<file path="config.mk">
export PLATFORM = sky130hd
export DESIGN_NAME = rcid_front
export DESIGN_NICKNAME = d
export VERILOG_FILES = /design/src/design/rcid_pkg.sv /design/src/design/rcid_front.sv
export SDC_FILE = /design/constraint.sdc
export NUM_CORES = 1
export LEC_CHECK = 0
export ABC_AREA = 1
export BUFFER_PORTS_ARGS = -buffer_cell sky130_fd_sc_hd__buf_2
export CAP_MARGIN = 5
export CORE_MARGIN = 2
export CORE_UTILIZATION = 41
export CTS_BUF_LIST = sky130_fd_sc_hd__clkbuf_4
export CTS_CLUSTER_DIAMETER = 200
export DETAILED_ROUTE_END_ITERATION = 12
export PLACE_DENSITY = 0.7
export SLEW_MARGIN = 20
export SYNTH_ARGS = -nofsm -noshare
export SYNTH_HDL_FRONTEND = slang
export SYNTH_SLANG_ARGS = --single-unit
</file>
<file path="constraint.sdc">
create_clock -name clk -period 3.4 [get_ports clk]
set_input_delay 0.17 -clock clk [delete_from_list [all_inputs] [get_ports clk]]
set_output_delay 0.17 -clock clk [all_outputs]
set_load 0.02 [all_outputs]
</file>
<file path="src/design/rcid_pkg.sv">
`timescale 1ns / 1ps

package rcid_pkg;

  localparam int MAX_WIDTH_DEF = 1024;
  localparam int QUEUE_DEPTH   = 2;
  // queue entries plus the compute stage plus the output register
  localparam int INFLIGHT_MAX  = QUEUE_DEPTH + 2;

  localparam int CFG_W     = 11;
  localparam int MIN_WIDTH = 2;
  localparam logic [CFG_W-1:0] WIDTH_RESET = 11'd640;

  localparam int NCH   = 3;
  localparam int ERR_W = 11;

  localparam logic [7:0] CUBE_OFFSET = 8'd2;
  localparam logic [7:0] IDX_LOW     = 8'd2;
  localparam logic [7:0] IDX_HIGH    = 8'd253;

  typedef logic signed [ERR_W-1:0] err_t;
  typedef logic [2:0] lvl_t;

  typedef struct packed {
    logic [7:0] red;
    logic [7:0] green;
    logic [7:0] blue;
  } pix_t;

  typedef struct packed {
    logic clear;
    logic first;
    logic last;
    logic top_row;
  } flags_t;

  localparam err_t SAT_HIGH = 11'sh3FF;
  localparam err_t SAT_LOW  = 11'sh400;

  // smallest value that reaches level k+1 (v*n1/255 >= k+1)
  localparam logic [7:0] THR_5 [5] = '{8'd51, 8'd102, 8'd153, 8'd204, 8'd255};
  localparam logic [7:0] THR_6 [6] = '{8'd43, 8'd85, 8'd128, 8'd170, 8'd213, 8'd255};
  // level values 255*k/n1, truncated
  localparam logic [7:0] LVL_5 [6] = '{8'd0, 8'd51, 8'd102, 8'd153, 8'd204, 8'd255};
  localparam logic [7:0] LVL_6 [7] = '{8'd0, 8'd42, 8'd85, 8'd127, 8'd170, 8'd212, 8'd255};

  function automatic err_t sat11(logic signed [11:0] s);
    if (s > 12'sd1023) begin
      return SAT_HIGH;
    end
    if (s < -12'sd1024) begin
      return SAT_LOW;
    end
    return s[ERR_W-1:0];
  endfunction

  function automatic lvl_t quant5(err_t v);
    lvl_t q;
    q = '0;
    for (int k = 0; k < 5; k++) begin
      if (v >= $signed({3'b000, THR_5[k]})) begin
        q = q + 3'd1;
      end
    end
    return q;
  endfunction

  function automatic lvl_t quant6(err_t v);
    lvl_t q;
    q = '0;
    for (int k = 0; k < 6; k++) begin
      if (v >= $signed({3'b000, THR_6[k]})) begin
        q = q + 3'd1;
      end
    end
    return q;
  endfunction

  function automatic logic [7:0] level5(lvl_t q);
    return (q >= 3'd5) ? LVL_5[5] : LVL_5[q];
  endfunction

  function automatic logic [7:0] level6(lvl_t q);
    return (q >= 3'd6) ? LVL_6[6] : LVL_6[q];
  endfunction

  // divide by 16, truncating toward zero
  function automatic err_t div16(logic signed [13:0] x);
    logic signed [13:0] b;
    logic signed [13:0] s;
    b = x + (x[13] ? 14'sd15 : 14'sd0);
    s = b >>> 4;
    return s[ERR_W-1:0];
  endfunction

endpackage

</file>
<file path="src/design/rcid_front.sv">
`timescale 1ns / 1ps

module rcid_front #(
  parameter int MAX_WIDTH = rcid_pkg::MAX_WIDTH_DEF
) (
  input  logic                       clk,
  input  logic                       rst_n,
  input  logic                       in_valid,
  output logic                       in_ready,
  input  rcid_pkg::pix_t             in_pix,
  input  logic                       in_first_of_image,
  input  logic                       cfg_valid,
  output logic                       cfg_ready,
  input  logic [rcid_pkg::CFG_W-1:0] cfg_width,
  output logic                       push_valid,
  input  logic                       push_ready,
  output rcid_pkg::pix_t             push_pix,
  output rcid_pkg::flags_t           push_flags,
  output logic [$clog2(MAX_WIDTH)-1:0] push_col
);

  localparam int CW = $clog2(MAX_WIDTH);
  localparam int WW = (CW + 1 > rcid_pkg::CFG_W) ? CW + 1 : rcid_pkg::CFG_W;

  logic [rcid_pkg::CFG_W-1:0] width_r;
  logic [CW-1:0]              col_r, col_nxt;
  logic                       top_row_r, top_row_nxt;
  logic [WW-1:0]              w_ext, w_clamp, w_m1;
  logic [CW-1:0]              last_col;
  logic [CW-1:0]              c;
  logic                       top, last, accept;

  assign cfg_ready = 1'b1;

  // clamp the configured width into [2, MAX_WIDTH]
  always_comb begin
    w_ext = WW'(width_r);
    if (w_ext < WW'(rcid_pkg::MIN_WIDTH)) begin
      w_clamp = WW'(rcid_pkg::MIN_WIDTH);
    end else if (w_ext > WW'(MAX_WIDTH)) begin
      w_clamp = WW'(MAX_WIDTH);
    end else begin
      w_clamp = w_ext;
    end
    w_m1     = w_clamp - 1'b1;
    last_col = w_m1[CW-1:0];
  end

  always_comb begin
    c           = in_first_of_image ? '0 : col_r;
    top         = in_first_of_image ? 1'b1 : top_row_r;
    last        = (c >= last_col);
    col_nxt     = last ? '0 : c + 1'b1;
    top_row_nxt = last ? 1'b0 : top;
  end

  assign accept     = in_valid && push_ready;
  assign in_ready   = push_ready;
  assign push_valid = in_valid;
  assign push_pix   = in_pix;
  assign push_col   = c;

  always_comb begin
    push_flags.clear   = in_first_of_image;
    push_flags.first   = (c == '0);
    push_flags.last    = last;
    push_flags.top_row = top;
  end

  always_ff @(posedge clk) begin
    if (!rst_n) begin
      width_r   <= rcid_pkg::WIDTH_RESET;
      col_r     <= '0;
      top_row_r <= 1'b1;
    end else begin
      if (cfg_valid) begin
        width_r <= cfg_width;
      end
      if (accept) begin
        col_r     <= col_nxt;
        top_row_r <= top_row_nxt;
      end
    end
  end

endmodule

</file>
# ---- Word level (Yosys, flattened, before mapping)
# Index checks and enable logic that the tools add are counted.
dict set report totals {
  regBits 22
  input_bits 41
  out_inout_bits 41
  word_cells 16
}
dict set report classes {
  addsub 2
  order_cmp 3
  n_mux 6
  reduce_logical 2
}
# op count
set op_table {}
lappend op_table {{$mux W10} 4}
lappend op_table {{$gt A11 B11 Y1 const B} 1}
lappend op_table {{$lt A11 B2 Y1 const B} 1}
lappend op_table {{$add A10 B1 Y10 const B} 1}
lappend op_table {{$ge A10 B10 Y1} 1}
lappend op_table {{$logic_not A10 Y1} 1}
lappend op_table {{$sub A10 B1 Y10 const B} 1}
lappend op_table {{$mux W1} 2}
lappend op_table {{$logic_and A1 B1 Y1} 1}

# ---- Longest topological paths before layout
dict set report depth {
  word_depth 6
  ltp_mapped 20
  mapped_depth_nobuf 20
}

# ---- Worst setup path before layout
# No wires, ideal clock.
dict set report synth_path {
  path_type {register to register}
  from {register width_r, in the netlist w_ext[2]}
  to {register col_r[0]}
  setup_ns 0.070
  t_arrival_ns 2.442
  required_ns 3.330
  setup_slack_ns 0.887
  path_stages_with_launch 17
  cell_sequence {dfxtp_1 -> nor2_1 -> nand2_1 -> nor2_1 -> nand2_1 -> nand3_1 -> ha_1 -> nand2_1 -> nor3_1 -> nor2_1 -> ha_1 -> nand3_1 -> nand2_1 -> nand3b_1 -> nor2_2 -> nand2_1 -> a21oi_1}
}
dict set report synth_via {
  elab_chain_len 6
}
# item line
set synth_rtl {}
lappend synth_rtl {{start: declaration} rcid_front.sv:25} ;# logic [rcid_pkg::CFG_W-1:0] width_r;
lappend synth_rtl {{start signal: assignment} rcid_front.sv:72} ;# width_r <= rcid_pkg::WIDTH_RESET;
lappend synth_rtl {{start signal: assignment} rcid_front.sv:77} ;# width_r <= cfg_width;
lappend synth_rtl {{$gt A11 B11 Y1} rcid_front.sv:40} ;# end else if (w_ext > WW'(MAX_WIDTH)) begin
lappend synth_rtl {{$mux W10} rcid_front.sv:40}
lappend synth_rtl {{$mux W10 *} rcid_front.sv:38} ;# if (w_ext < WW'(rcid_pkg::MIN_WIDTH)) begin
lappend synth_rtl {{$sub A10 B1 Y10 *} rcid_front.sv:45} ;# w_m1 = w_clamp - 1'b1;
lappend synth_rtl {{$ge A10 B10 Y1 *} rcid_front.sv:52} ;# last = (c >= last_col);
lappend synth_rtl {{via last} rcid_front.sv:31} ;# logic top, last, accept;
lappend synth_rtl {{$mux W10 *} rcid_front.sv:53} ;# col_nxt = last ? '0 : c + 1'b1;
lappend synth_rtl {{end signal: assignment} rcid_front.sv:80} ;# col_r <= col_nxt;
lappend synth_rtl {{end: declaration} rcid_front.sv:26} ;# logic [CW-1:0] col_r, col_nxt;
# The timed path passes the listed nets; every way through them passes the cells marked *.
# A chain may end at the register's enable or synchronous reset.

==> impl_metrics.yaml <==
status:
  status: "finished, final reports clean"
final_layout:
  fin_util_pct: 41.7
  stdcell_area_um2: 1940
  register_area_um2: 440
  layout_commonest_cell: "nand2_1"
  fillers: 500
  n_antenna_cell: 0
  final_cell_mix: "69 x nand2_1, 40 x nor2_1, 34 x inv_1, 32 x buf_2, 22 x dfxtp_1"
  finalNetCount: 358
  drive_gt1_share_pct: 18.5
  multi_input_area_um2: 1100
  synthToLayoutAreaGrowth_pct: 0.0641
clocking:
  ctsLongestPathBuffers: 2
  clk_latency_ns: 0.33
  cts_tree: "yes"
  h-tree-depth: 1
  numCtsBuffers: 3
  cts_hold_buffers: 0
  cts.sinks: 22
  cts_root_buf: "clkbuf_4"
  path_clk_slew_ns: 0.13
critical_path:
  end_kind: "primary output"
  critPathLaunch: "w_ext[2]"
  slowest_delay_ns: 0.38
  worstPathMaxFanout: 5
  slowest_stage: "dfxtp_1"
  r2r-end: "col_r[6]"
  crit_path_end: "push_flags[1]"
  worst-setup-path-type: "reg2out"
  ff2ff_setup_slack_ns: 0.52
  reg2reg_depth: 17
  crit_arrival_ns: 2.87
  worst_r2r_startpoint: "w_ext[2]"
  cp_cell_sequence: "nor2_1, nand2_1, nor2_1, nand2_1, nand3_1, ha_2, nand2_1, nor3_1, nor2_1, ha_1, nand2_1, nor2_1, nand3_1, nand3b_1, buf_2"
  crit_path_start_kind: "register"
  required_ns: 3.23
pwr:
  power_uw: 553
  irDropWorstVdd_mv: 0.167
  pwr_density_cell_nw_per_um2: 284
  p_leak_nw: 0.997
global_route:
  grt_pass1_vias: 1511
  grt-ovfl-total: 0
  antenna_found_initial: 0
  grt_max_degree: 13
  grt_usage_pct: 15.3
  grt_pass1_wl_mm: 6.54
timing:
  hold_viol: 0
  finalSetupViolations: 0
  fin_skew_ns: 0.0115
  finalMaxSlewViolations: 0
  post-route-period-util_pct: 89.5
  max_freq_mhz: 328
  rsz0062_at_grt: "false"
  finalCriticalPeriod_ns: 3.04
  setup_tns_ns: 0
drt:
  first_pass_iters: 5
  via_per_inst: 4.85
  num_vias: 1733
  drc: 0
  drtIter0Drc: 70
  drtAntennaViolNets: 0
  totalWireLength_mm: 3.90
  wl_per_cell_um: 10.9
floorplan:
  start_util_pct: 41.7
  die_x_um: 72.8
  fp.dieArea_um2: 5310
  core.rowCount: 25
  ios: 82
  core-area_um2: 4660
  die_h_um: 72.8
flow_run:
  maxCapViolCount: 0
synth:
  synthCells: 303
  yosys.area.top_type_share_pct: 22.7
  syn_area_um2: 1940
  synth_nets: 357
  synth_area_leader_cell: "dfxtp_1"
  synthTopCellsByArea: "dfxtp_1 23%, nand2_1 13%, buf_4 12%"
  synth_cell_types: 30
  avgSynthCellArea_um2: 6.41
  ys_warn_count: 0
  ys_ff_latch: 22
  ys_seq_area_share_pct: 22.7
place:
  postPlaceCellArea_um2: 1920
  io_buffers: 32
  place_congestion: 0.821
  dpl.hpwl_mm: 3.16
hold_path:
  hold_class: "in2reg"
  hp-start: "cfg_width[9]"
==> metrics by stage <==
| stage | instances | hold WS [ns] | worst slack, ns |
|---|---|---|---|
| global route | 357 | 0.0545 | 0.0247 |
| finish | 357 | 0.0501 | 0.356 |
| detailed placement | 353 | 0.340 | 0.490 |
| global placement | 353 | 0.340 | 0.599 |
| CTS | 357 | 0.0498 | 0.303 |
| floorplan | 303 | 0.293 | 0.887 |
==> worst max-delay path, delay by kind of cell (launching register included) <==
| kind | cells | cell delay (ns) |
|---|---|---|
| flops | 1 | 0.38 |
| buf+inv | 1 | 0.18 |
| fa+ha+maj | 2 | 0.56 |
| simple gates | 12 | 1.44 |
==> cell families (layout without fill, tap and decap cells) <==
group | Yosys count | count (layout) | synth area share (%)
and+or+nand+nor | 148 | 148 | 34.2
buffers and inverters | 75 | 75 | 20.9
AOI/OAI and AO/OA | 38 | 38 | 10.9
DFF | 22 | 22 | 22.7
adders and majority gates | 13 | 13 | 8.37
xor gates and xnor gates | 6 | 6 | 2.70
other | 1 | 1 | 0.193
==> sequential cells by signal, summed over array words and instances, names as in the netlist <==
name and flops:
w_ext 11, col_r 10, top_row_r 1
==> where the power goes <==
part           internal (mW)  total (mW)  leakage, nW  switching, mW
clock                 0.0431       0.130       0.0154         0.0871
combinational         0.0538       0.144        0.801         0.0903
sequential             0.269       0.279        0.181        0.00990
==> cell usage after synthesis <==
library cell and instances:
nand2_2 3, o21ai_1 4, nand2_4 1, inv_2 3
xnor2_1 6, nor2_2 3, inv_6 1, nor4_1 1
buf_4 30, buf_6 1, o21ai_0 16, nor2_4 3
nand2_1 69, nand3_2 3, a21boi_2 1, o21bai_4 1
or2_2 1, clkbuf_1 5, dfxtp_1 22, o21bai_1 1
nand3_1 16, nor3_1 3, clkinv_1 1, inv_1 34
conb_1 1, a21oi_1 15, nand3b_1 3, ha_1 13
nor2_1 40, nand4_1 2
==> per-layer routing <==
layer / vias up / track usage, % / wire [um]
li1: 925 / - / -
met1: 746 / 20.3 / 1850
met2: 57 / 24.8 / 1730
met3: 5 / 2.62 / 262
met4: 0 / 5.35 / 55
met5: - / 0 / 0
==> worst min-delay path by stage <==
stage	endpoint	cells after the start
floorplan	w_ext[7]	2
global placement	push_pix[16]	0
detailed placement	push_pix[16]	0
CTS	w_ext[0]	3
global route	w_ext[0]	3
finish	w_ext[9]	3
==> timing repair <==
action / in CTS / in global routing
resized for setup: 0 / 1
buffers inserted: 0 / 0
setup endpoints to repair: 0 / 1
==> area by class of cell <==
| cell class | count | area share (%) |
|---|---|---|
| clock buffers | 3 | 1.16 |
| flip-flops and latches | 22 | 22.7 |
| clock inverters | 1 | 0.193 |
| multi-input cells | 206 | 56.5 |
| well taps | 54 | 3.47 |
| inverters | 39 | 7.79 |
| repair buffers | 32 | 8.24 |
(Power assumes the default switching activity.)
