[config.mk]
export PLATFORM = sky130hd
export DESIGN_NAME = rcid_fifo
export DESIGN_NICKNAME = d
export VERILOG_FILES = /design/src/design/rcid_fifo.sv
export SDC_FILE = /design/constraint.sdc
export NUM_CORES = 1
export LEC_CHECK = 0
export ABC_CLOCK_PERIOD_IN_PS = 2500
export CAP_MARGIN = 0
export CORE_ASPECT_RATIO = 1.2
export CORE_UTILIZATION = 48
export CTS_BUF_LIST = sky130_fd_sc_hd__clkbuf_4 sky130_fd_sc_hd__clkbuf_8
export DETAILED_ROUTE_END_ITERATION = 10
export DONT_BUFFER_PORTS = 1
export MAX_ROUTING_LAYER = met4
export PLACE_DENSITY = 0.64
export SYNTH_ARGS = -nofsm -noshare
export SYNTH_HDL_FRONTEND = slang
export SYNTH_SLANG_ARGS = --single-unit
[constraint.sdc]
create_clock -name clk -period 2.5 [get_ports clk]
set_clock_uncertainty 0.15 [all_clocks]
set_input_delay 0 -clock clk [delete_from_list [all_inputs] [get_ports clk]]
set_output_delay 0 -clock clk [all_outputs]
set_load 0.02 [all_outputs]
[src/design/rcid_fifo.sv]
`timescale 1ns / 1ps

module rcid_fifo #(
  parameter int W     = 8,
  parameter int DEPTH = 2
) (
  input  logic         clk,
  input  logic         rst_n,
  input  logic         push_valid,
  output logic         push_ready,
  input  logic [W-1:0] push_data,
  output logic         pop_valid,
  input  logic         pop_ready,
  output logic [W-1:0] pop_data
);

  localparam int PW = $clog2(DEPTH);
  localparam int NW = $clog2(DEPTH + 1);

  logic [W-1:0]  mem_r [DEPTH];
  logic [PW-1:0] wptr_r, wptr_nxt;
  logic [PW-1:0] rptr_r, rptr_nxt;
  logic [NW-1:0] count_r, count_nxt;
  logic          push, pop;

  assign push_ready = (count_r != NW'(DEPTH));
  assign pop_valid  = (count_r != '0);
  assign pop_data   = mem_r[rptr_r];
  assign push       = push_valid && push_ready;
  assign pop        = pop_valid && pop_ready;

  always_comb begin
    wptr_nxt  = wptr_r;
    rptr_nxt  = rptr_r;
    count_nxt = count_r;
    if (push) begin
      wptr_nxt = (wptr_r == PW'(DEPTH - 1)) ? '0 : wptr_r + 1'b1;
    end
    if (pop) begin
      rptr_nxt = (rptr_r == PW'(DEPTH - 1)) ? '0 : rptr_r + 1'b1;
    end
    if (push && !pop) begin
      count_nxt = count_r + 1'b1;
    end else if (pop && !push) begin
      count_nxt = count_r - 1'b1;
    end
  end

  always_ff @(posedge clk) begin
    if (!rst_n) begin
      wptr_r  <= '0;
      rptr_r  <= '0;
      count_r <= '0;
    end else begin
      wptr_r  <= wptr_nxt;
      rptr_r  <= rptr_nxt;
      count_r <= count_nxt;
    end
  end

  always_ff @(posedge clk) begin
    if (push) begin
      mem_r[wptr_r] <= push_data;
    end
  end

endmodule

### Word-level counts from Yosys, hierarchy flattened

Memory sizes are Yosys's and may differ from the RTL's. A register that Yosys moved wholly into a read port is not among the register bits.
Cells that the tools add are included.

| storage, ports and cells | value |
|---|---|
| memories | 1 |
| flip-flop bits (word level) | 4 |
| bits in writable memories | 16 |
| bits of input ports | 12 |
| logic and storage cells | 25 |
| output and inout bits | 10 |

| cells by class | value |
|---|---|
| add/sub/neg operators | 4 |
| reductions and logical operators | 8 |
| equality and inequality tests | 1 |
| multiplexer cells | 8 |

Memories:

| name | depth | bits a word | read ports | clocked after Yosys merged registers in | write ports | RTL line | source |
|---|---|---|---|---|---|---|---|
| mem_r | 2 | 8 | 1 | 1 | 1 | 20 | `logic [W-1:0] mem_r [DEPTH];` |

Operator list:

| kind | count |
|---|---|
| $mux 1 | 6 |
| $logic_and 1x1->1 | 4 |
| $mux 2 | 2 |
| $reduce_bool 2->1 | 2 |
| $add 1x1->1 const B | 2 |
| $add 2x1->2 const B | 1 |
| $logic_not 1->1 | 2 |
| $ne 2x2->1 const B | 1 |
| $sub 2x1->2 const B | 1 |

### Depth between registers and ports, before layout

Gate-level depths: netlist of the first run.

| depth | value |
|---|---|
| depth in word-level cells | 6 |
| depth in mapped cells | 6 |
| mapped depth without buffers | 6 |

### Least setup slack after synthesis of the first run

Ideal clock, no wire load.

| timing path | value |
|---|---|
| path kind | reg-to-reg |
| start point | register count_r[0] |
| end point | register count_r[1] |
| buffers on the path | 0 |
| data arrival time | 1454 ps |
| path slack | 826 ps |
| stages on the path, launching flop included | 6 |
| data required time | 2280 ps |
| clock period less this slack | 1674 ps |
| setup time | 70 ps |
| cells stage by stage | dfxtp_1 nand2b_4 and2_1 ha_1 or3_1 a21oi_1 |

| between the ends | value |
|---|---|
| cells in the longest elaborated chain, start to end | 5 |
| elaborated cells on any way between the ends | 13 |
| those cells by class | 2 x add/sub; 1 x eq/ne; 2 x mux; 8 x reduce/logical |

RTL lines:

| element | RTL line | source |
|---|---|---|
| start: declaration | 23 | `logic [NW-1:0] count_r, count_nxt;` |
| start signal: assignment | 57 | `count_r <= count_nxt;` |
| $ne 2x2->1 (*) | 26 | `assign push_ready = (count_r != NW'(DEPTH));` |
| via push_ready | 10 | `output logic push_ready,` |
| $logic_and 1x1->1 (*) | 29 | `assign push = push_valid && push_ready;` |
| $logic_not 1->1 | 44 | `end else if (pop && !push) begin` |
| $logic_and 1x1->1 | 44 |  |
| $reduce_bool 2->1 (no source line) | -- |  |

Mark *: on every way through the listed nets, which the timed path passes. The rest lies on a longest branch. The select of a mux whose other input is x is not followed.
A chain may end at the register's enable or synchronous reset.

### Worst setup path after layout of the first run

Ends and elaborated chain as after synthesis.

==> results of run 1 <==
-- worst reg2reg max path, stage by stage (launching register included) --
cell and delay [ns]:
sky130_fd_sc_hd__dfxtp_1 0.37, sky130_fd_sc_hd__nand2b_4 0.20, sky130_fd_sc_hd__and2_1 0.18, sky130_fd_sc_hd__ha_1 0.31
sky130_fd_sc_hd__or3_1 0.37, sky130_fd_sc_hd__a21oi_1 0.13
-- area by class of cell --
cell class | count | share of cell area, %
clock buffer | 4 | 3.046
timing repair buffer | 13 | 13.20
tap | 17 | 2.157
sequential | 21 | 58.88
multi-input combinational | 26 | 21.95
inverter | 2 | 0.7614
-- power groups by stage --
stage          Combinational [µW]  Clock (µW)  Sequential, µW
6_report                      295         157             490
5_1_grt                       324         177             498
4_1_cts                       298         161             491
3_5_place_dp                  268           0             499
3_3_place_gp                  258           0             493
2_1_floorplan                 257           0             474
-- sequential cells by signal, indices dropped and copies added, names as in the netlist, named ones only --
name / count
wptr_r: 1
mem_r: 16
count_r: 2
rptr_r: 1
-- per-stage QoR --
stage	area [µm²]	utilization (%)
after global placement	825.8	55.00
after floorplan	809.5	-
final	985.9	65.67
after CTS	985.9	65.67
after detailed placement	825.8	55.00
after global routing	985.9	65.67
-- metal layers --
metal | up-vias | track usage [%]
met2 | 18 | 24.92
li1 | 212 | -
met1 | 199 | 17.36
met5 | - | -
met3 | 0 | 4.265
met4 | 0 | 4.138
-- worst paths after layout --
path                                   to  cells past startpoint
setup / recovery  count_r[1]$_SDFFE_PN0P_                      5
hold / removal      mem_r[1][0]$_DFFE_PP_                      1
setup reg to reg  count_r[1]$_SDFFE_PN0P_                      5
hold reg to reg       rptr_r$_SDFFE_PN0P_                      2
-- logic make-up after synthesis --
group	count (synthesis)	synth area share [%]
fa+ha+maj	1	1.545
xor+xnor	3	3.246
simple gates	9	7.112
buf+inv	3	1.545
flops	21	71.72
compound gates	5	3.710
mux	8	11.13
-- cells in the final DEF, fill, tap and decap left out --
master,Yosys,routed
sky130_fd_sc_hd__ha_1,1,1
sky130_fd_sc_hd__edfxtp_1,16,16
sky130_fd_sc_hd__and3_1,1,1
sky130_fd_sc_hd__nor2_1,3,3
sky130_fd_sc_hd__nand3b_1,1,1
sky130_fd_sc_hd__dlygate4sd3_1,0,13
sky130_fd_sc_hd__a21bo_2,1,1
sky130_fd_sc_hd__and2_1,1,1
sky130_fd_sc_hd__a21oi_1,2,2
sky130_fd_sc_hd__or3_1,1,1
sky130_fd_sc_hd__xor2_1,3,3
sky130_fd_sc_hd__clkbuf_4,0,4
sky130_fd_sc_hd__or2_2,1,1
sky130_fd_sc_hd__dfxtp_1,5,5
sky130_fd_sc_hd__nand2b_4,1,1
sky130_fd_sc_hd__inv_1,2,2
sky130_fd_sc_hd__mux2_2,8,8
sky130_fd_sc_hd__o21ai_0,2,2
-- what timing repair did --
item / in CTS / in global routing
endpoints found under the hold margin: 21 / 0
gates resized for setup: 0 / 0
hold buffers: 13 / 0
buffers inserted: 0 / 0
==> reports/metrics.yaml, run 1 <==
timing:
  total_count_of_max_transition_violations_in_the_final_report: 0
  timing.final.hold_violations: 0
  setup-violations-final: 0
  setup_repair_after_global_routing_missed_its_margin: "no"
  finalCriticalPeriod_ns: 1.777
  final_hold_slack_ns: 0.03402
  fmax_ghz: 0.5628
  postLayoutSetupSlackWorst_ns: 0.7231
  setup-tns-final_ns: 0
  fin_crit_sh_pct: 71.08
  tightest_slew_ns: 0.3452
  max_slew_margin_pct: 76.99
place:
  place_inst: 66
  port_buffers: 0
  detailedPlace.worstSlack_ns: 0.7373
  finalWeightedCongestion: 0.5931
  post-dp-hpwl_um: 773.3
power_and_ir_drop:
  cellLeakagePower_uw: 0.0003667
  comb_power_share_pct: 31.3
  netSwitchingFraction_pct: 31.67
  switching_power_uw: 298.5
  totalPowerFinal_uw: 942.7
  p_clk_share_pct: 16.7
  cellPowerDensity_nw_per_um2: 956.1
  power.share.sequential_pct: 52.0
  internal-power_uw: 644.2
  ir_worst_vdd_mv: 0.7233
global_route:
  grt_usage_pct: 14.92
  global_route_wire_length_before_repair_um: 1745
  grt_start_max_net_pins: 12
  grt_pass1_vias: 414
  antenna_found_initial: 0
  overflow: 0
yosys:
  synth_largest_type_area_fraction_pct: 59.35
  synth_nets: 63
  synthFlopType: "sky130_fd_sc_hd__edfxtp_1"
  leading_cell_types_by_count_after_synthesis: "sky130_fd_sc_hd__edfxtp_1 (16), sky130_fd_sc_hd__mux2_2 (8), sky130_fd_sc_hd__dfxtp_1 (5), sky130_fd_sc_hd__nor2_1 (3), sky130_fd_sc_hd__xor2_1 (3)"
  async_reset_ff_share_pct: 0
  netlist_instances: 50
  synth_largest_area_cell: "sky130_fd_sc_hd__edfxtp_1"
  synth_top_cells_by_area: "sky130_fd_sc_hd__edfxtp_1 (59%), sky130_fd_sc_hd__dfxtp_1 (12%), sky130_fd_sc_hd__mux2_2 (11%), sky130_fd_sc_hd__xor2_1 (3.2%), sky130_fd_sc_hd__nand2b_4 (1.7%)"
  synth-seq-cells: 21
  ys_seq_area_share_pct: 71.72
  post-synth-top-count-cell: "sky130_fd_sc_hd__edfxtp_1"
  syn_avg_cell_area_um2: 16.19
  yosys.cell_types.count: 17
  yosys_warnings: 0
  mappedNetlistArea_um2: 809.5
  edff_count_synth: 16
floorplanning:
  placementRows: 15
  design.portCount: 22
  core_area_um2: 1501
  dieHeight_um: 46.99
  fp.dieW_um: 39.49
  initial_core_util_pct: 53.92
  die_area_um2: 1855
critical_path:
  critPathCaptureType: "flip-flop"
  crit_path_start_kind: "flip-flop"
  slowest_stage: "sky130_fd_sc_hd__dfxtp_1"
  worst_path_arrival_ns: 1.85
  timing.critical_path.cells: "nand2b_4 -> and2_1 -> ha_1 -> or3_1 -> a21oi_1"
  worst-setup-path-type: "flip-flop to flip-flop"
  r2r_start: "count_r[0]$_SDFFE_PN0P_"
  timing.critical_path.buf_inv: 0
  timing.critical_path.slowest_cell_delay_ns: 0.37
  worst-endpoint-required_ns: 2.57
  setup_slack_of_the_most_critical_reg_to_reg_path_ns: 0.72
  setup.worst_path.start: "count_r[0]$_SDFFE_PN0P_"
  timing.critical_path.fanout_max: 5
  cpLargestDelayFamily: "simple AND/OR/NAND/NOR gates"
drt:
  top_signal_layer_used: "met3"
  met2_length_um: 595
  detail_route.wirelength.met1_um: 451
  totalWireLength_um: 1141
  vias: 429
  route.detailed.drc: 0
  route.detailed.wl_per_inst_um: 13.75
  wl_met3_um: 94
  viasPerCell: 5.169
  drtIter0Drc: 12
  postRouteAntennaNets: 0
  drt_pass1_iterations: 4
cts:
  clock_tree.htree_level_count: 1
  cts_max_path_buffers: 2
  tritoncts_num_sinks: 21
  clk_pin_slew_ns: 0.10
  cts_tree: "built"
  cts_root_buffer: "sky130_fd_sc_hd__clkbuf_4"
  cts_buffers: 3
  clock_insertion_delay_worst_skew_ns: 0.28
final_layout:
  regArea_um2: 580.6
  multi_input_area_um2: 216.5
  finalNonFillerCells: 83
  fill_cell_count: 123
  antennaDiodeCount: 0
  area_added_between_synthesis_and_finish_pct: 21.79
  fraction_of_final_layout_cells_with_drive_strength_greater_than_1_pct: 22.73
  finish.net_count: 80
job:
  maxCapViolCount: 0
worst_hold_path:
  hp-class: "input pin to flip-flop"
  timing.hold.worst.start: "push_valid"
outcome:
  outcome: "completed"
No activity file was read; power rests on OpenSTA's default activity.
==> run 2, diff against run 1 <==
--- a/config.mk
+++ b/config.mk
@@ -5,7 +5,7 @@
 export SDC_FILE = /design/constraint.sdc
 export NUM_CORES = 1
 export LEC_CHECK = 0
-export ABC_CLOCK_PERIOD_IN_PS = 2500
+export ABC_CLOCK_PERIOD_IN_PS = 1550
 export CAP_MARGIN = 0
 export CORE_ASPECT_RATIO = 1.2
 export CORE_UTILIZATION = 48
@@ -13,7 +13,7 @@
 export DETAILED_ROUTE_END_ITERATION = 10
 export DONT_BUFFER_PORTS = 1
 export MAX_ROUTING_LAYER = met4
-export PLACE_DENSITY = 0.64
+export PLACE_DENSITY = 0.66
 export SYNTH_ARGS = -nofsm -noshare
 export SYNTH_HDL_FRONTEND = slang
 export SYNTH_SLANG_ARGS = --single-unit
==> constraint.sdc (replaced) <==
create_clock -name clk -period 1.55 [get_ports clk]
set_clock_uncertainty 0.15 [all_clocks]
set_input_delay 0 -clock clk [delete_from_list [all_inputs] [get_ports clk]]
set_output_delay 0 -clock clk [all_outputs]
set_load 0.02 [all_outputs]
==> run 2 against run 1 <==
Against the previous run:
- the run now ends with negative setup slack left
- register-to-register slack worse by 0.76 ns
- flip-flop and latch count unchanged
- routed wire length rose by 3.3%
- cell count rose by 6.0%
- sequential power rose by 63%
- worst setup slack lost 0.76 ns
- non-clock buffer count rose by 5
- worst hold slack improved by 0.17 ns
- count of clock-buffer cells in the layout decreased by 1
==> reports/metrics.yaml, run 2 (same netlist as run 1, synthesis figures left out) <==
global_route:
  antenna_found_initial: 0  # unchanged
  overflow: 0  # unchanged
  grt_start_max_net_pins: 13  # was 12
  grt_pass1_vias: 500  # was 414
  grt_usage_pct: 16.27  # was 14.92%
  global_route_wire_length_before_repair_um: 1959  # was 1745 µm
critical_path:
  timing.critical_path.buf_inv: 0  # unchanged
  slowest_stage: "sky130_fd_sc_hd__dfxtp_4"  # was sky130_fd_sc_hd__dfxtp_1
  worst-endpoint-required_ns: 1.63  # was 2.57 ns
  timing.critical_path.cells: "nand2b_4 -> and2_4 -> ha_4 -> xor2_1 -> or3_1 -> a21oi_2"  # was nand2b_4 -> and2_1 -> ha_1 -> or3_1 -> a21oi_1
  timing.critical_path.fanout_max: 4  # was 5
  worst_path_arrival_ns: 1.66  # was 1.85 ns
  cpLargestDelayFamily: "simple AND/OR/NAND/NOR gates"  # unchanged
  critPathCaptureType: "flip-flop"  # unchanged
  crit_path_start_kind: "flip-flop"  # unchanged
  worst-setup-path-type: "flip-flop to flip-flop"  # unchanged
  timing.critical_path.slowest_cell_delay_ns: 0.37  # about the same
power_and_ir_drop:
  power.share.sequential_pct: 48.9  # was 52.0%
  comb_power_share_pct: 36.3  # was 31.3%
  internal-power_uw: 1101  # was 644.2 µW
  switching_power_uw: 526.6  # was 298.5 µW
  totalPowerFinal_uw: 1628  # was 942.7 µW
  ir_worst_vdd_mv: 0.9880  # was 0.7233 mV
  cellLeakagePower_uw: 0.0003925  # was 0.0003667 µW
  cellPowerDensity_nw_per_um2: 1566  # was 956.1 nW/µm²
  p_clk_share_pct: 14.8  # was 16.7%
  netSwitchingFraction_pct: 32.35  # was 31.67%
final_layout:
  finish.net_count: 85  # was 80
  largest_register: "mem_r"  # unchanged
  antennaDiodeCount: 0  # unchanged
  layout.cells.most_common_list: "sky130_fd_sc_hd__edfxtp_1 (16), sky130_fd_sc_hd__dlygate4sd3_1 (11), sky130_fd_sc_hd__mux2_2 (8), sky130_fd_sc_hd__buf_4 (7)"  # was sky130_fd_sc_hd__edfxtp_1 (16), sky130_fd_sc_hd__dlygate4sd3_1 (13), sky130_fd_sc_hd__mux2_2 (8), sky130_fd_sc_hd__dfxtp_1 (5), sky130_fd_sc_hd__clkbuf_4 (4)
  fraction_of_final_layout_cells_with_drive_strength_greater_than_1_pct: 38.03  # was 22.73%
  top_regs: "mem_r: 16 flops, count_r: 2 flops"  # unchanged
  flip_flop_count_of_the_largest_register_all_copies_and_words_added: 16  # unchanged
  area_added_between_synthesis_and_finish_pct: 28.44  # was 21.79%
  final_std_cell_area_no_fill_um2: 1040  # was 985.9 µm²
  final_core_utilization_pct: 69.25  # was 65.67%
  layout.cells.most_common: "sky130_fd_sc_hd__edfxtp_1"  # unchanged
place:
  post-dp-hpwl_um: 803.8  # was 773.3 µm
  port_buffers: 0  # unchanged
  detailed_place.area_um2: 887.1  # was 825.8 µm²
  detailedPlace.worstSlack_ns: -0.009089  # was 0.7373 ns
  finalWeightedCongestion: 0.6330  # was 0.5931
drt:
  drtIter0Drc: 6  # was 12
  viasPerCell: 5.034  # was 5.169
  wl_met3_um: 66  # was 94 µm
  route.detailed.wl_per_inst_um: 13.40  # was 13.75 µm
  vias: 443  # was 429
  met2_length_um: 640  # was 595 µm
  route.detailed.drc: 0  # unchanged
  detail_route.wirelength.met1_um: 472  # was 451 µm
  totalWireLength_um: 1179  # was 1141 µm
  postRouteAntennaNets: 0  # unchanged
  drt_pass1_iterations: 3  # was 4
  top_signal_layer_used: "met3"  # unchanged
cts:
  clock_insertion_delay_worst_skew_ns: 0.28  # about the same
  clk_pin_slew_ns: 0.10  # about the same
  cts_root_buffer: "sky130_fd_sc_hd__clkbuf_4"  # unchanged
  clock_tree.htree_level_count: 1  # unchanged
  cts_buffers: 3  # unchanged
  cts_max_path_buffers: 2  # unchanged
  tritoncts_num_sinks: 21  # unchanged
  cts_tree: "built"  # unchanged
floorplanning:
  placementRows: 15  # unchanged
  initial_core_util_pct: 53.92  # unchanged
  fp.dieW_um: 39.49  # unchanged
  design.portCount: 22  # unchanged
  dieHeight_um: 46.99  # unchanged
  die_area_um2: 1855  # unchanged
  core_area_um2: 1501  # unchanged
timing:
  setup-violations-final: 1  # was 0
  tightest_slew_ns: 0.3415  # was 0.3452 ns
  setup_repair_after_global_routing_missed_its_margin: "yes"  # was no
  total_count_of_max_transition_violations_in_the_final_report: 0  # unchanged
  fmax_ghz: 0.6304  # was 0.5628 GHz
  postLayoutSetupSlackWorst_ns: -0.03626  # was 0.7231 ns
  finalCriticalPeriod_ns: 1.586  # was 1.777 ns
  max_slew_margin_pct: 77.20  # was 76.99%
  timing.final.hold_violations: 0  # unchanged
  fin_crit_sh_pct: 102.3  # was 71.08%
job:
  maxCapViolCount: 0  # unchanged
worst_hold_path:
  hp-class: "input pin to flip-flop"  # unchanged
outcome:
  outcome: "finished, violations left"  # was completed
  failed_checks: "negative setup slack"
## run 2: cell type report
type	count	area [µm²]
fillers	104	461.7
multi-input cells	26	235.2
clock buffers	3	22.52
flip-flops and latches	21	585.6
clock inverters	1	5.005
well taps	17	21.27
inverters	2	7.507
repair buffers	18	162.7
## run 2: power by group through the flow
stage	Sequential, µW	Combinational [µW]	Clock (µW)
after floorplan	768	439	0
after global routing	810	627	288
final	797	591	240
after global placement	796	508	0
after detailed placement	807	531	0
after CTS	797	581	252
## run 2: final timing paths
check | start | end | slack [ns] | depth (start not counted)
min | push_data[3] | mem_r[0][3]$_DFFE_PP_ | 0.21 | 1
max | count_r[0]$_SDFFE_PN0P_ | count_r[1]$_SDFFE_PN0P_ | -0.04 | 6
max reg2reg | count_r[0]$_SDFFE_PN0P_ | count_r[1]$_SDFFE_PN0P_ | -0.04 | 6
min reg2reg | rptr_r$_SDFFE_PN0P_ | flip-flop | 0.40 | 2
## run 2: repair_timing
action | in CTS | in global routing
buffers inserted | 1 | 0
setup endpoints to repair | 1 | 1
gates resized for setup | 2 | 1
hold buffers | 11 | 0
hold endpoints to repair | 29 | 0
## run 2: per-stage QoR
stage               instances  hold WS [ns]    TNS, ns
floorplan                  50      -0.05113          0
global placement           72      -0.05103          0
detailed placement         72      -0.05104  -0.009089
CTS                        88        0.1972   -0.02835
global route               88        0.1922   -0.09307
finish                     88        0.2089   -0.03626
## run 2: routing by layer
layer,global-route usage (%),up-vias
met1,18.06,208
li1,-,222
met5,-,-
met4,4.138,0
met3,2.844,0
met2,29.51,13
==> run 3, diff against run 2 <==
--- a/config.mk
+++ b/config.mk
@@ -8,12 +8,13 @@
 export ABC_CLOCK_PERIOD_IN_PS = 1550
 export CAP_MARGIN = 0
 export CORE_ASPECT_RATIO = 1.2
-export CORE_UTILIZATION = 48
+export CORE_UTILIZATION = 35
 export CTS_BUF_LIST = sky130_fd_sc_hd__clkbuf_4 sky130_fd_sc_hd__clkbuf_8
 export DETAILED_ROUTE_END_ITERATION = 10
 export DONT_BUFFER_PORTS = 1
 export MAX_ROUTING_LAYER = met4
-export PLACE_DENSITY = 0.66
+export PLACE_DENSITY = 0.52
 export SYNTH_ARGS = -nofsm -noshare
 export SYNTH_HDL_FRONTEND = slang
 export SYNTH_SLANG_ARGS = --single-unit
+export TNS_END_PERCENT = 5
==> run 3 against run 2 <==
Against the previous run:
- the flow finishes with violations (negative hold slack, negative setup slack)
- via count increased by 0.23%
- non-clock buffer count fell by 2
- worst setup slack worse by 0.018 ns
==> reports/metrics.yaml, run 3 (same netlist as run 1, synthesis figures left out) <==
drt:
  postRouteAntennaNets: 0  # unchanged
  drt_pass1_iterations: 2  # was 3
  totalWireLength_um: 1377  # was 1179 µm
  vias: 444  # was 443
  route.detailed.drc: 0  # unchanged
  route.detailed.wl_per_inst_um: 13.91  # was 13.40 µm
  viasPerCell: 4.485  # was 5.034
  drtIter0Drc: 4  # was 6
floorplanning:
  dieHeight_um: 54.68  # was 46.99 µm
  fp.dieW_um: 45.90  # was 39.49 µm
  die_area_um2: 2510  # was 1855 µm²
  initial_core_util_pct: 38.24  # was 53.92%
  core_area_um2: 2117  # was 1501 µm²
  placementRows: 18  # was 15
  design.portCount: 22  # unchanged
power_and_ir_drop:
  ir_worst_vdd_mv: 0.8335  # was 0.9880 mV
  cellPowerDensity_nw_per_um2: 1593  # was 1566 nW/µm²
  cellLeakagePower_uw: 0.0003879  # was 0.0003925 µW
global_route:
  grt_usage_pct: 12.54  # was 16.27%
  grt_start_max_net_pins: 12  # was 13
  overflow: 0  # unchanged
  grt_pass1_vias: 445  # was 500
  global_route_wire_length_before_repair_um: 2028  # was 1959 µm
  antenna_found_initial: 0  # unchanged
final_layout:
  finalNonFillerCells: 99  # was 88
  final_core_utilization_pct: 49.65  # was 69.25%
  fraction_of_final_layout_cells_with_drive_strength_greater_than_1_pct: 39.13  # was 38.03%
  layout.cells.most_common: "sky130_fd_sc_hd__edfxtp_1"  # unchanged
  largest_register: "mem_r"  # unchanged
  flip_flop_count_of_the_largest_register_all_copies_and_words_added: 16  # unchanged
  antennaDiodeCount: 0  # unchanged
  area_added_between_synthesis_and_finish_pct: 29.83  # was 28.44%
  finish.net_count: 83  # was 85
  layout.cells.most_common_list: "sky130_fd_sc_hd__edfxtp_1 (16), sky130_fd_sc_hd__dlygate4sd3_1 (9), sky130_fd_sc_hd__mux2_2 (8), sky130_fd_sc_hd__buf_4 (6), sky130_fd_sc_hd__clkbuf_4 (4)"  # was sky130_fd_sc_hd__edfxtp_1 (16), sky130_fd_sc_hd__dlygate4sd3_1 (11), sky130_fd_sc_hd__mux2_2 (8), sky130_fd_sc_hd__buf_4 (7)
  top_regs: "mem_r: 16 flops, count_r: 2 flops"  # unchanged
worst_hold_path:
  hp-class: "input pin to flip-flop"  # unchanged
cts:
  cts_buffers: 3  # unchanged
  clk_pin_slew_ns: 0.11  # was 0.10 ns
  tritoncts_num_sinks: 21  # unchanged
  cts_root_buffer: "sky130_fd_sc_hd__clkbuf_4"  # unchanged
  cts_tree: "built"  # unchanged
  clock_tree.htree_level_count: 1  # unchanged
  cts_max_path_buffers: 2  # unchanged
  clock_insertion_delay_worst_skew_ns: 0.30  # was 0.28 ns
critical_path:
  worst_path_arrival_ns: 1.69  # was 1.66 ns
  worst-setup-path-type: "flip-flop to flip-flop"  # unchanged
  timing.critical_path.fanout_max: 3  # was 4
  crit_path_start_kind: "flip-flop"  # unchanged
  worst-endpoint-required_ns: 1.63  # about the same
  critPathCaptureType: "flip-flop"  # unchanged
place:
  post-dp-hpwl_um: 974.3  # was 803.8 µm
  finalWeightedCongestion: 0.7079  # was 0.6330
  place_inst: 84  # was 72
  detailedPlace.worstSlack_ns: -0.04016  # was -0.009089 ns
  port_buffers: 0  # unchanged
timing:
  setup-tns-final_ns: -0.05460  # was -0.03626 ns
  timing.final.hold_violations: 5  # was 0
  finalCriticalPeriod_ns: 1.605  # was 1.586 ns
  total_count_of_max_transition_violations_in_the_final_report: 0  # unchanged
  tightest_slew_ns: 0.3575  # was 0.3415 ns
  setup_repair_after_global_routing_missed_its_margin: "yes"  # unchanged
  postLayoutSetupSlackWorst_ns: -0.05460  # was -0.03626 ns
  max_slew_margin_pct: 76.13  # was 77.20%
  fin_crit_sh_pct: 103.5  # was 102.3%
  final_hold_slack_ns: -0.2452  # was 0.2089 ns
  fmax_ghz: 0.6232  # was 0.6304 GHz
  setup-violations-final: 1  # unchanged
outcome:
  outcome: "finished, violations left"  # unchanged
  failed_checks: "negative hold slack, negative setup slack"  # was negative setup slack
job:
  maxCapViolCount: 0  # unchanged
## run 3: per-layer routing
metal  track usage (%)  wire, µm
met1             10.67       470
met2             22.30       832
met3             4.290        65
met4             8.824         9
met5                 -         0
## run 3: power breakdown
group	total [µW]	switching, µW	internal, µW
clock	271	154	118
combinational	608	314	293
sequential	795	71.9	723
## run 3: final timing paths
path	from	endpoint	slack, ns	cells past startpoint
max	count_r[0]$_SDFFE_PN0P_	count_r[1]$_SDFFE_PN0P_	-0.05	6
min reg2reg	rptr_r$_SDFFE_PN0P_	flip-flop	0.38	2
max reg2reg	count_r[0]$_SDFFE_PN0P_	count_r[1]$_SDFFE_PN0P_	-0.05	6
min	rst_n	flip-flop	-0.25	2
## run 3: what timing repair did
item | in CTS | in global routing
endpoints found under the hold margin | 29 | 13
hold buffers | 8 | 1
setup buffers | 2 | 0
resized for setup | 2 | 1
pin swaps | 0 | 0
endpoints found under the setup margin | 1 | 1
## run 3: cell type report
cell class | instances | area (µm²)
Fill cell | 201 | 1066
Tap cell | 30 | 37.54
Timing Repair Buffer | 16 | 155.1
Clock buffer | 4 | 30.03
Sequential cell | 21 | 585.6
Inverter | 2 | 7.507
Multi-Input combinational cell | 26 | 235.2
## run 3: critical path, cell delays in order (launching register included)
cell                       delay (ns)
sky130_fd_sc_hd__dfxtp_4         0.37
sky130_fd_sc_hd__nand2b_4        0.15
sky130_fd_sc_hd__and2_4          0.14
sky130_fd_sc_hd__ha_4            0.15
sky130_fd_sc_hd__xor2_1          0.14
sky130_fd_sc_hd__or3_1           0.31
sky130_fd_sc_hd__a21oi_1         0.13
## run 3: stage by stage
stage,hold slack (ns),power (µW),instance area (µm²)
CTS,-0.2625,1685,1040
global placement,-0.05103,1312,908.4
global route,-0.2539,1759,1051
floorplan,-0.05113,1207,825.8
finish,-0.2452,1674,1051
detailed placement,-0.05103,1350,908.4
